$ cat config.mk
export PLATFORM = sky130hd
export DESIGN_NAME = bfpa_ram
export DESIGN_NICKNAME = d
export VERILOG_FILES = /design/src/hdl/bfpa_ram.sv
export SDC_FILE = /design/constraint.sdc
export NUM_CORES = 1
export LEC_CHECK = 0
export ABC_AREA = 1
export BUFFER_PORTS_ARGS = -buffer_cell sky130_fd_sc_hd__buf_2
export CAP_MARGIN = 20
export CORE_ASPECT_RATIO = 1.25
export CORE_MARGIN = 3
export CORE_UTILIZATION = 50
export CTS_BUF_LIST = sky130_fd_sc_hd__clkbuf_2
export CTS_CLUSTER_DIAMETER = 100
export DETAILED_ROUTE_END_ITERATION = 10
export GPL_TIMING_DRIVEN = 0
export PLACE_DENSITY = 0.71
export SYNTH_ARGS = -nofsm -noshare
export SYNTH_HDL_FRONTEND = slang
export SYNTH_SLANG_ARGS = --single-unit
export TNS_END_PERCENT = 30
$ cat constraint.sdc
create_clock -name clk -period 3.1 [get_ports clk]
set_clock_uncertainty 0.05 [all_clocks]
set_input_delay 0.31 -clock clk [delete_from_list [all_inputs] [get_ports clk]]
set_output_delay 0.31 -clock clk [all_outputs]
set_load 0.01 [all_outputs]
$ cat src/hdl/bfpa_ram.sv
// generic simple dual-port ram with registered read
module bfpa_ram #(
  parameter int unsigned WIDTH = 8,
  parameter int unsigned DEPTH = 16
) (
  input  logic                     clk,
  input  logic                     wr_en,
  input  logic [$clog2(DEPTH)-1:0] wr_addr,
  input  logic [WIDTH-1:0]         wr_data,
  input  logic                     rd_en,
  input  logic [$clog2(DEPTH)-1:0] rd_addr,
  output logic [WIDTH-1:0]         rd_data
);

  logic [WIDTH-1:0] mem [DEPTH];

  // write port
  always_ff @(posedge clk) begin
    if (wr_en) begin
      mem[wr_addr] <= wr_data;
    end
  end

  // registered read port
  always_ff @(posedge clk) begin
    if (rd_en) begin
      rd_data <= mem[rd_addr];
    end
  end

endmodule

======== Word-level counts from Yosys, hierarchy flattened ========
Memory sizes are Yosys's and may differ from the RTL's. A register that Yosys moved wholly into a read port is not among the register bits.
Cells that the tools add are included.
operators by class
  multiplexer cells ....................... 2
operators by type and width
  cell              number
  2-to-1 mux 1 bit  2
storage, ports and cells
  bits in registers ....................... 0
  RAM bits ................................ 128
  input bits .............................. 19
  output and inout port bits .............. 8
  logic and storage cells ................. 3
  memories ................................ 1
memory list
  memory  words  width  read ports  clocked after Yosys merged registers in  wr ports  line  source
  mem     16     8      1           1                                        1         15    logic [WIDTH-1:0] mem [DEPTH];

======== Depth between registers and ports, before layout ========
Gate-level depths: netlist of run 1.
  depth in word-level cells ............... 2
  mapped depth ............................ 8

======== Worst setup path after synthesis of run 1 ========
No wires, ideal clock.
  path kind ............................... input to register
  start ................................... in wr_addr[2]
  end ..................................... mem mem[10][0] (enable)
  setup time .............................. 0.370 ns
  data arrival time ....................... 0.891 ns
  required time ........................... 2.680 ns
  setup slack ............................. 1.789 ns
  stages .................................. 2
  cell sequence ........................... nand3b_1 > nor2_1
RTL lines
  what                line  source
  start: declaration  8     input logic [$clog2(DEPTH)-1:0] wr_addr,
  end: declaration    15
Straight into the memory's write port.

======== Worst setup path after layout of run 1 ========
  start ................................... reg rd_data[0], read port of mem
  end ..................................... out rd_data[0]
RTL lines
  what                line  source
  start: declaration  12    output logic [WIDTH-1:0] rd_data
No word-level cell between the ends.

==> implementation parameters, run 1 <==
Parameter                              Value

Detailed routing
  Total wire length after detailed routing ... approximately 13 mm
  Detailed-route wire length per cell ... about 18 um
  Overall via count from detail_route ... ~4000
  Iteration count of the initial detailed-routing pass ... 5
  Metal2 WL ... roughly 6.2 mm
  Top layer in use ... met4
  Number of vias per cell ... 5.31
  Number of nets with antenna violations after detailed routing ... 0
  Post-route met1 wirelength ... around 5.4 mm
  Amount of wire on met3 after detailed routing ... roughly 1.1 mm
  DRC errors left ... 0
  Detailed Route Iter0 Violations ... roughly 450

Floorplanning
  Effective utilization at floorplan ... about 52%
  Number of rows created at floorplan ... 43
  I/O pin count ... 27
  Floorplan die width ... just over 100 um
  DIE HEIGHT ... 127 um
  Die area ... about 13000 sq um
  Total core area ... 11200 sq um

Min path
  Hold Path Class ... in -> reg

Clock network
  PostCTS Resize Cnt ... 0
  Post-CTS setup-driven buffer insertion count ... 0
  Number of hold buffers added after cts ... 9
  Root Buffer ... sky130_fd_sc_hd__clkbuf_2
  Clock insertion delay at the later pin of the skew report ... 0.71 ns
  H-Tree Depth ... 4
  CTS tree ... yes
  Num Clock Sinks ... 136
  Buffer levels on the longest clock path ... 2
  Cts bufs inserted ... 17
  Clock slew at reported path FFs ... roughly 0.20 ns

Worst setup path
  Data arrival time at the worst-slack endpoint ... around 1.3 ns
  Crit end category ... primary output
  Largest delay share family, worst path ... flip-flops
  Critical path buffer and inverter count ... 1
  CP cell instances ... buf_2
  Critical path fanouts, max ... 1
  Capturing point of the worst reg2reg path ... rd_data[0]$_DFFE_PP_
  Crit path required time ... 2.74 ns
  Crit path from ... rd_data[0]$_DFFE_PP_
  Slowest cell on crit path ... sky130_fd_sc_hd__edfxtp_1
  Delay of the slowest critical-path stage ... approximately 0.40 ns
  Number of gates on the worst path with buffers counted ... 1
  Count of cells along the worst register-to-register path ... 6
  Worst R2R Setup Slack ... 1.87 ns
  Startpoint type of the worst setup path ... flop
  Startpoint of the worst-slack reg-to-reg timing path ... mem[7][0]$_DFFE_PP_
  Timing endpoint of the critical path ... rd_data[0]
  Type of the worst setup path ... reg -> out

Timing
  Time the worst path needs with I/O delays and setup ... between 1.5 and 2 ns
  Headroom to the max-slew limit ... 37.1%
  Hold Worst Slack ... between 0.06 and 0.07 ns
  Fmax ... slightly above 600 MHz
  Post-Route Setup TNS ... 0 ns
  Fin. Hold Viols ... 0
  Slew Limit Fails ... 0
  Number of endpoints failing setup at the final stage ... 0
  Worst-margin pin slew ... 0.940 ns
  Period Utilization, post-route ... around 52%
  Unrepaired setup endpoints after global routing ... false

Final layout
  Ant. Diodes ... 0
  Layout net count ... between 600 and 700
  Final std cell area, no fill ... 6460 sq um
  Share of post-route cells with drive strength above 1 ... 12.7%
  Synth-to-Final Area Change ... 10.6%
  Post-route insts no fill ... about 750

Synth
  Synth Area per Inst ... about 11 sq um
  Share of synthesized cell area in and, or, nand and nor gates ... ~21%
  Portion of netlist area occupied by mux cells ... 0%
  Warning count from the yosys run ... 0
  Complex-gate fraction of the synthesized area ... 0%
  Combinational family with the most area after synthesis ... simple AND/OR/NAND/NOR gates
  Area share of fa/ha/maj cells after synthesis ... 0%
  Share of synthesized area occupied by flip-flops and latches ... ~70%
  Synth Register Bits ... 136
  Cells after synthesis ... 551
  Mapped Nets ... 570
  Area of the mapped netlist ... 5850 sq um
  Synthesized-area fraction occupied by xor and xnor cells ... 0%
  Distinct cells, synth ... 11

Global routing
  Global-route usage over all layers ... a little over a fifth
  Grt total ovfl ... 0
  Wire length of the first global-routing pass ... approximately 21 mm
  Vias in the first global route ... roughly 3800
  Initial antenna violation count ... 0
  Pin count of the biggest net entering global routing ... 17

Power
  Power density relative to cell area ... roughly 530 nW/um^2
  Largest vdd supply drop ... about 0.28 mV
  Total chip power ... roughly 3.4 mW
  Leakage power ... ~2.8 nW

Place
  Weighted congestion at the end of routability-driven global placement ... slightly below 0.9
  Number of buffers inserted by port buffering ... 23
  Placed instance count ... between 700 and 800
  DP HPWL ... 8.90 mm
  Area after detailed placement ... about 6100 sq um

Flow run
  Number of max-cap violations ... 0

Run status
  Result of the run ... finished clean
-- synthesized netlist by cell type --
cell type,instances,area share [%]
sky130_fd_sc_hd__buf_1,1,0.064
sky130_fd_sc_hd__buf_2,13,1.1
sky130_fd_sc_hd__buf_4,4,0.51
sky130_fd_sc_hd__buf_6,6,1.2
sky130_fd_sc_hd__edfxtp_1,136,70
sky130_fd_sc_hd__inv_1,100,6.4
sky130_fd_sc_hd__inv_2,2,0.13
sky130_fd_sc_hd__nand2_1,173,11
sky130_fd_sc_hd__nand3_1,97,8.3
sky130_fd_sc_hd__nand3b_1,2,0.26
sky130_fd_sc_hd__nor2_1,17,1.1
-- sequential cells by signal, summed over array words and instances (netlist names) --
| signal | flops |
|---|---|
| mem | 128 |
| rd_data | 8 |
-- final cells by class --
cell class                      instances  area, sq um
Fill cell                             911         4780
Tap cell                              135          169
Timing Repair Buffer                   32          205
Multi-Input combinational cell        289         1210
Clock inverter                         14          159
Clock buffer                           17         85.1
Sequential cell                       136         4080
Buffer                                 24          166
Inverter                              102          383
-- metrics by stage --
stage	util, %	worst slack (ns)
3_5_place_dp	54.5	1.28
6_report	57.5	1.49
2_1_floorplan	-	1.79
4_1_cts	57.5	1.43
3_3_place_gp	54.5	1.31
5_1_grt	57.5	1.37
-- worst min path at each step --
stage	start	cells past startpoint	slack, ns	end
CTS	rd_addr[2]	4	0.01	rd_data[6]$_DFFE_PP_
global route	rd_addr[2]	4	0.03	rd_data[4]$_DFFE_PP_
floorplan	wr_data[0]	0	0.36	mem[0][0]$_DFFE_PP_
global placement	rd_en	1	0.59	rd_data[7]$_DFFE_PP_
finish	rd_addr[3]	3	0.07	rd_data[1]$_DFFE_PP_
detailed placement	rd_en	1	0.60	rd_data[5]$_DFFE_PP_
-- cell families (layout without fill, tap and decap cells) --
| logic type | after synthesis | count (layout) |
|---|---|---|
| buffers and inverters | 126 | 189 |
| AND/OR/NAND/NOR | 289 | 289 |
| flip-flops | 136 | 136 |
-- where the power goes --
group / total, mW / internal [mW] / switching [mW]
Combinational: 0.274 / 0.0846 / 0.189
Clock: 1.07 / 0.436 / 0.633
Sequential: 2.08 / 2.07 / 0.00948
-- cell usage in the layout (no fill, tap or decap), drive strengths merged --
cell type / Yosys / layout
nand2: 173 / 173
edfxtp: 136 / 136
inv: 102 / 102
nand3: 97 / 97
buf: 24 / 47
nor2: 17 / 17
clkbuf: 0 / 17
dlygate4sd3: 0 / 9
clkinv: 0 / 8
bufinv: 0 / 3
clkinvlp: 0 / 3
nand3b: 2 / 2
-- per-layer routing --
layer,vias to the layer above,track usage (%)
met1,1832,28.3
met2,225,33.6
met5,-,0
met4,0,10.8
met3,41,6.33
li1,1880,-
Note: power is estimated with default switching activity, not from simulation.
==> run 2: changes to the inputs <==
--- a/config.mk
+++ b/config.mk
@@ -5,7 +5,7 @@
 export SDC_FILE = /design/constraint.sdc
 export NUM_CORES = 1
 export LEC_CHECK = 0
-export ABC_AREA = 1
+export ABC_AREA = 0
 export BUFFER_PORTS_ARGS = -buffer_cell sky130_fd_sc_hd__buf_2
 export CAP_MARGIN = 20
 export CORE_ASPECT_RATIO = 1.25
==> constraint.sdc (replaced) <==
create_clock -name clk -period 1.6 [get_ports clk]
set_clock_uncertainty 0.05 [all_clocks]
set_input_delay 0.16 -clock clk [delete_from_list [all_inputs] [get_ports clk]]
set_output_delay 0.16 -clock clk [all_outputs]
set_load 0.01 [all_outputs]
==> run 2 against run 1 <==
Net effect: synthesized area fell by 11%; count of clock-buffer cells in the layout is 4 higher; routed wire length down 31%; highest routed layer unchanged; clock power rose by 84%; sequential power rose by 93%; final area down 8.0%.
==> implementation parameters, run 2 <==
Parameter                              Value

Run status
  Result of the run ... finished clean

Floorplanning
  Total core area ... 10200 sq um (-9.7%)
  DIE HEIGHT ... 120 um (-5.2%)
  I/O pin count ... 27 (unchanged)
  Effective utilization at floorplan ... 51.5% (-0.53 points)
  Floorplan die width ... 97.5 um (-5.1%)
  Number of rows created at floorplan ... 41 (-4.7%)
  Die area ... 11700 sq um (-10%)

Detailed routing
  Overall via count from detail_route ... 2453 (-38%)
  Number of nets with antenna violations after detailed routing ... 0 (unchanged)
  Detailed-route wire length per cell ... 21.2 um (+20%)
  Total wire length after detailed routing ... 9.18 mm (-31%)
  Detailed Route Iter0 Violations ... 211 (-53%)
  Iteration count of the initial detailed-routing pass ... 5 (unchanged)
  DRC errors left ... 0 (unchanged)
  Number of vias per cell ... 5.65 (+6.4%)

Place
  Post-place setup slack ... -0.311 ns (-1.59 ns)
  Number of buffers inserted by port buffering ... 25 (+8.7%)
  Weighted congestion at the end of routability-driven global placement ... 0.761 (-12%)
  DP HPWL ... 5.98 mm (-33%)

Synth
  Synth Area per Inst ... 22.8 sq um (+120%)
  Top cell type's share of synthesized area ... 78.1% (+8.3 points)
  Distinct cells, synth ... 18 (+7)
  EDFF count, synth ... 136 (unchanged)
  Synth Register Bits ... 136 (unchanged)
  Yosys top cell by area ... sky130_fd_sc_hd__edfxtp_1
  Largest cells by area after synthesis ... sky130_fd_sc_hd__edfxtp_1 78%, sky130_fd_sc_hd__mux4_2 7.8%, sky130_fd_sc_hd__mux4_1 7.0%
  Warning count from the yosys run ... 0 (unchanged)
  Async SR Flop Fraction ... 0% (unchanged)
  Share of synthesized area occupied by flip-flops and latches ... 78.1% (+8.3 points)
  Area of the mapped netlist ... 5230 sq um (-11%)
  Commonest cells in the netlist ... 136 x sky130_fd_sc_hd__edfxtp_1, 18 x sky130_fd_sc_hd__mux4_2, 16 x sky130_fd_sc_hd__a22oi_1
  Mapped Nets ... 248 (-56%)
  Dominant cell by count in the synthesized netlist ... sky130_fd_sc_hd__edfxtp_1
  Dominant register cell in the synthesized netlist ... sky130_fd_sc_hd__edfxtp_1
  Cells after synthesis ... 229 (-58%)

Worst setup path
  Type of the worst setup path ... reg -> reg
  Data arrival time at the worst-slack endpoint ... 1.95 ns (+0.70 ns)
  Critical path fanouts, max ... 1 (unchanged)
  Startpoint type of the worst setup path ... flop
  Crit end category ... flop
  Startpoint of the worst-slack reg-to-reg timing path ... mem[4][3]$_DFFE_PP_
  Crit path required time ... 1.99 ns (-0.75 ns)
  Crit path from ... mem[4][3]$_DFFE_PP_

Final layout
  Top library cells by usage in the layout, fill and taps aside ... 136 x sky130_fd_sc_hd__edfxtp_1, 29 x sky130_fd_sc_hd__buf_2, 21 x sky130_fd_sc_hd__clkbuf_2
  Layout net count ... 310 (-50%)
  Share of post-route cells with drive strength above 1 ... 29.3% (+17 points)
  Max FFs per register ... 128 (unchanged)
  Commonest non-fill, non-tap cell in the layout ... sky130_fd_sc_hd__edfxtp_1
  Synth-to-Final Area Change ... 13.8%
  Most flops, register ... mem
  Largest registers ... mem: 128 flops, rd_data: 8 flops

Global routing
  Global-route layer with the greatest usage ... met2
  Vias in the first global route ... 2480 (-35%)
  Met2 Resource Use GR ... 27.7% (-5.8 points)
  Initial antenna violation count ... 0 (unchanged)
  Pin count of the biggest net entering global routing ... 17 (unchanged)
  Wire length of the first global-routing pass ... 14.3 mm (-30%)
  Global-route track usage on met3 ... 5.65% (-0.67 points)
  Grt total ovfl ... 0 (unchanged)
  Global-route usage over all layers ... 17.2% (-4.7 points)
  Met1 demand-to-capacity share in global routing ... 22.5% (-5.8 points)

Clock network
  CTS tree ... yes
  Num Clock Sinks ... 136 (unchanged)
  Clock insertion delay at the later pin of the skew report ... 0.66 ns (-0.05 ns)
  Clock slew at reported path FFs ... 0.19 ns (about the same)
  Post-CTS setup-driven buffer insertion count ... 0 (unchanged)
  Number of hold buffers added after cts ... 15 (+6)
  Buffer levels on the longest clock path ... 2 (unchanged)
  Root Buffer ... sky130_fd_sc_hd__clkbuf_2
  Cts bufs inserted ... 17 (unchanged)
  H-Tree Depth ... 4 (unchanged)

Timing
  Period Utilization, post-route ... a little over nine tenths
  Unrepaired setup endpoints after global routing ... false
  Time the worst path needs with I/O delays and setup ... between 1.5 and 2 ns
  Fin. Hold Viols ... 0 (unchanged)
  Worst-margin pin slew ... 0.826 ns (-0.114 ns)
  Number of endpoints failing setup at the final stage ... 0 (unchanged)
  Slew Limit Fails ... 0 (unchanged)
  Headroom to the max-slew limit ... 44.7% (+7.6 points)
  Fmax ... about 640 MHz
  Worst setup margin ... 0.0415 ns (-1.45 ns)

Power
  Power density relative to cell area ... 1080 nW/um^2 (+100%)
  Total chip power ... 6.40 mW (+87%)
  Largest vdd supply drop ... 0.481 mV (+75%)
  Leakage power ... 1.98 nW (-29%)

Min path
  Startpoint of the lowest-slack hold path ... wr_addr[2]
  Hold Path Class ... in -> reg

Flow run
  Number of max-cap violations ... 0 (unchanged)
-- run 2: changes by cell type in the layout (fill, tap and decap cells not counted), moves of 4 or more --
cell / before / now
sky130_fd_sc_hd__a22oi_1: 0 / 12
sky130_fd_sc_hd__a22oi_2: 0 / 4
sky130_fd_sc_hd__buf_2: 36 / 29
sky130_fd_sc_hd__clkbuf_2: 17 / 21
sky130_fd_sc_hd__clkinv_1: 1 / 5
sky130_fd_sc_hd__clkinv_2: 5 / 1
sky130_fd_sc_hd__dlygate4sd3_1: 9 / 15
sky130_fd_sc_hd__inv_1: 100 / 0
sky130_fd_sc_hd__mux4_1: 0 / 14
sky130_fd_sc_hd__mux4_2: 0 / 18
sky130_fd_sc_hd__nand2_1: 173 / 9
sky130_fd_sc_hd__nand3_1: 97 / 1
sky130_fd_sc_hd__nor2_1: 17 / 13
-- run 2: worst max-delay path: stages, from the launching register on --
cell                       delay [ns]
sky130_fd_sc_hd__edfxtp_1        0.39
sky130_fd_sc_hd__mux4_1          0.54
sky130_fd_sc_hd__a22oi_1         0.27
sky130_fd_sc_hd__nand2_1         0.09
-- run 2: cell type report --
cell class	instances	area, sq um
Fill cell	767	4210
Sequential cell	136	4080
Multi-Input combinational cell	83	1080
Timing Repair Buffer	43	295
Tap cell	129	161
Clock inverter	11	130
Clock buffer	21	105
Buffer	10	86.3
Antenna cell	1	2.50
-- run 2: what timing repair did --
| action | CTS | global route |
|---|---|---|
| setup endpoints to repair | 2 | 3 |
| endpoints found under the hold margin | 159 | 6 |
| resized for setup | 2 | 2 |
| pin swaps | 0 | 1 |
-- run 2: power breakdown --
part           internal (mW)  switching [mW]
registers               4.01          0.0163
logic                  0.181           0.224
clock network          0.871            1.09
-- run 2: through the flow --
step                setup TNS [ns]  hold WS [ns]  std cells  area, sq um  utilization [%]
detailed placement          -11.05         0.461        386         5540             54.5
global placement            -17.79         0.448        383         5520             54.3
global route                     0       -0.0132        433         5940             58.5
floorplan                        0         0.209        229         5230                -
CTS                              0       -0.0446        433         5930             58.4
finish                           0        0.0277        434         5950             58.5
-- run 2: logic make-up (layout without fill, tap and decap cells) --
logic type	count (synthesis)	after routing	synth area share, %
multiplexers	32	32	14.8
AND/OR/NAND/NOR	35	35	3.14
flip-flops	136	136	78.1
other	0	1	0
buffers and inverters	10	85	1.65
AO/OA/AOI/OAI	16	16	2.30
-- run 2: path summary, 6_finish.rpt --
kind	end	cells past startpoint	slack, ns
hold reg to reg	rd_data[4]$_DFFE_PP_	3	0.71
hold / removal	mem[0][5]$_DFFE_PP_	3	0.03
setup / recovery	rd_data[3]$_DFFE_PP_	3	0.04
setup reg to reg	rd_data[3]$_DFFE_PP_	3	0.04
-- run 2: metal layers --
metal | vias to the layer above | part of all wire [%] | wire [um]
met3 | 11 | 5.9 | 539
met5 | - | 0 | 0
met2 | 87 | 51 | 4730
li1 | 1110 | - | -
met1 | 1245 | 41 | 3760
met4 | 0 | 1.7 | 153
==> run 3: changes to the inputs <==
==> constraint.sdc (replaced) <==
create_clock -name clk -period 1.6 [get_ports clk]
set_clock_uncertainty 0.05 [all_clocks]
set_input_delay 0.32 -clock clk [delete_from_list [all_inputs] [get_ports clk]]
set_output_delay 0.32 -clock clk [all_outputs]
set_load 0.01 [all_outputs]
==> run 3 against run 2 <==
Net effect: via count is the same; global-route usage shrank 0.28 points; core utilization shrank 0.12 points; setup slack lost 0.035 ns; count of clock-buffer cells in the layout shrank 3; sequential power is essentially flat; non-clock buffer count shrank 5; die area is the same; flip-flop and latch count is the same; register-to-register slack is essentially flat; routed wire length shrank 2.2%; combinational power shrank 1%.
==> implementation parameters, run 3 (synthesis results as in run 2) <==
Parameter                              Value

Run status
  Result of the run ... finished clean

Worst setup path
  Critical path fanouts, max ... 1 (unchanged)
  Crit end category ... primary output
  Largest delay share family, worst path ... flip-flops
  Critical path buffer and inverter count ... 1 (+1)
  Type of the worst setup path ... reg -> out
  Slowest cell on crit path ... sky130_fd_sc_hd__edfxtp_1
  Data arrival time at the worst-slack endpoint ... 1.22 ns (-0.73 ns)
  Startpoint type of the worst setup path ... flop
  Crit path required time ... 1.23 ns (-0.76 ns)
  CP cell instances ... buf_2
  Delay of the slowest critical-path stage ... 0.40 ns (-0.14 ns)

Place
  Number of buffers inserted by port buffering ... 25 (unchanged)
  Post-place setup slack ... -0.437 ns (-0.126 ns)
  DP HPWL ... 5.97 mm (-0.18%)
  Weighted congestion at the end of routability-driven global placement ... 0.725 (-4.8%)
  Placed instance count ... 386 (unchanged)

Power
  Cell internal power dissipation ... 5.36 mW (+5.9%)
  Clock group share of total power ... 34.4% (+3.7 points)
  Leakage power ... 1.95 nW (-1.3%)
  Switching power ... 1.39 mW (+3.9%)
  Comb pwr share ... 5.9% (-0.4 points)
  Largest vdd supply drop ... 0.525 mV (+9.1%)
  Power density relative to cell area ... 1140 nW/um^2 (+5.7%)
  Switching Share ... 20.6% (-0.31 points)
  Part of the total power dissipated in sequential elements ... 59.7% (-3.2 points)
  Total chip power ... 6.75 mW (+5.5%)

Timing
  Worst-margin pin slew ... 0.787 ns (-0.0388 ns)
  Worst setup margin ... 0.00636 ns (-0.0351 ns)
  Period Utilization, post-route ... 99.6% (+2.2 points)
  Time the worst path needs with I/O delays and setup ... 1.59 ns (+0.0351 ns)
  Fin. Hold Viols ... 0 (unchanged)
  Headroom to the max-slew limit ... 47.3% (+2.6 points)
  Hold Worst Slack ... 0.0634 ns (+0.0357 ns)
  Number of endpoints failing setup at the final stage ... 0 (unchanged)
  Unrepaired setup endpoints after global routing ... true
  Fmax ... 627 MHz (-2.2%)
  Slew Limit Fails ... 0 (unchanged)

Floorplanning
  Effective utilization at floorplan ... 51.5% (unchanged)
  Number of rows created at floorplan ... 41 (unchanged)
  Total core area ... 10200 sq um (unchanged)
  DIE HEIGHT ... 120 um (unchanged)
  Die area ... 11700 sq um (unchanged)
  Floorplan die width ... 97.5 um (unchanged)
  I/O pin count ... 27 (unchanged)

Global routing
  Wire length of the first global-routing pass ... 14.1 mm (-2.0%)
  Grt total ovfl ... 0 (unchanged)
  Pin count of the biggest net entering global routing ... 17 (unchanged)
  Global-route usage over all layers ... 16.9% (-0.28 points)
  Vias in the first global route ... 2467 (-0.52%)
  Initial antenna violation count ... 0 (unchanged)

Detailed routing
  Overall via count from detail_route ... 2453 (unchanged)
  Number of vias per cell ... 5.73 (+1.4%)
  Number of nets with antenna violations after detailed routing ... 0 (unchanged)
  Iteration count of the initial detailed-routing pass ... 5 (unchanged)
  Total wire length after detailed routing ... 8.98 mm (-2.2%)
  Detailed Route Iter0 Violations ... 284 (+35%)
  Detailed-route wire length per cell ... 21.0 um (-0.80%)
  DRC errors left ... 0 (unchanged)

Clock network
  CTS tree ... yes
  Buffer levels on the longest clock path ... 2 (unchanged)
  Cts bufs inserted ... 17 (unchanged)
  Clock slew at reported path FFs ... 0.19 ns (about the same)
  Clock insertion delay at the later pin of the skew report ... 0.68 ns (+0.02 ns)
  Num Clock Sinks ... 136 (unchanged)
  H-Tree Depth ... 4 (unchanged)
  Root Buffer ... sky130_fd_sc_hd__clkbuf_2

Final layout
  Flip-flop and latch area ... 4080 sq um (unchanged)
  Post-route insts no fill ... 428 (-1.4%)
  Largest registers ... mem: 128 flops, rd_data: 8 flops
  Multi-input combinational cell area ... 1050 sq um (-3.1%)
  Share of the core filled with cells ... 58.4% (-0.12 points)
  Commonest non-fill, non-tap cell in the layout ... sky130_fd_sc_hd__edfxtp_1
  Ant. Diodes ... 0 (-1)
  Synth-to-Final Area Change ... 13.5%
  Layout net count ... 305 (-1.6%)
  Most flops, register ... mem
  Filler cell count ... 745 (-2.9%)
  Top library cells by usage in the layout, fill and taps aside ... 136 x sky130_fd_sc_hd__edfxtp_1, 28 x sky130_fd_sc_hd__buf_2, 25 x sky130_fd_sc_hd__mux4_2
  Max FFs per register ... 128 (unchanged)
  Share of post-route cells with drive strength above 1 ... 33.4% (+4.2 points)

Flow run
  Number of max-cap violations ... 0 (unchanged)

Min path
  Hold Path Class ... in -> reg
==> run 3: area by class of cell <==
class | count | area share, %
buffer | 10 | 1.64
clock buffer | 18 | 1.52
clock inverter | 14 | 3.46
multi-input combinational | 83 | 17.7
sequential | 136 | 68.8
tap | 129 | 2.72
timing repair buffer | 38 | 4.17
==> run 3: worst paths after layout <==
| path | slack, ns | start | endpoint | cells past startpoint |
|---|---|---|---|---|
| worst max-delay path | 0.006 | rd_data[7]$_DFFE_PP_ | rd_data[7] | 1 |
| worst max register to register | 0.03 | mem[3][7]$_DFFE_PP_ | rd_data[7]$_DFFE_PP_ | 3 |
| worst min-delay path | 0.06 | wr_addr[1] | mem[4][5]$_DFFE_PP_ | 2 |
| worst min register to register | 0.72 | mem[15][2]$_DFFE_PP_ | rd_data[2]$_DFFE_PP_ | 3 |
==> run 3: power groups by stage <==
stage	logic (mW)	clock network, mW	registers [mW]
global route	0.433	2.56	4.03
detailed placement	0.383	0	4.11
CTS	0.404	2.36	4.03
finish	0.401	2.32	4.03
global placement	0.375	0	4.10
floorplan	0.210	0	4.11
==> run 3: through the flow <==
stage / TNS, ns / instance area, sq um
after detailed placement: -28.36 / 5530
after CTS: -0.461 / 5930
after floorplan: -1.14 / 5220
final: 0 / 5930
after global placement: -37.21 / 5500
after global routing: -1.03 / 5930
==> run 3: routing by layer <==
layer  global-route usage [%]  up-vias  routed length (um)
li1                         -     1090                   -
met1                     22.1     1234                3690
met2                     27.1      114                4580
met3                     5.14       15                 583
met4                     6.23        0                 130
met5                        0        -                   0
==> run 3: timing repair <==
action                                 in CTS  in global routing
buffers inserted                            0                  0
setup endpoints to repair                   9                 11
gates resized for setup                     1                  2
endpoints found under the hold margin     137                  0
hold buffers                               10                  0
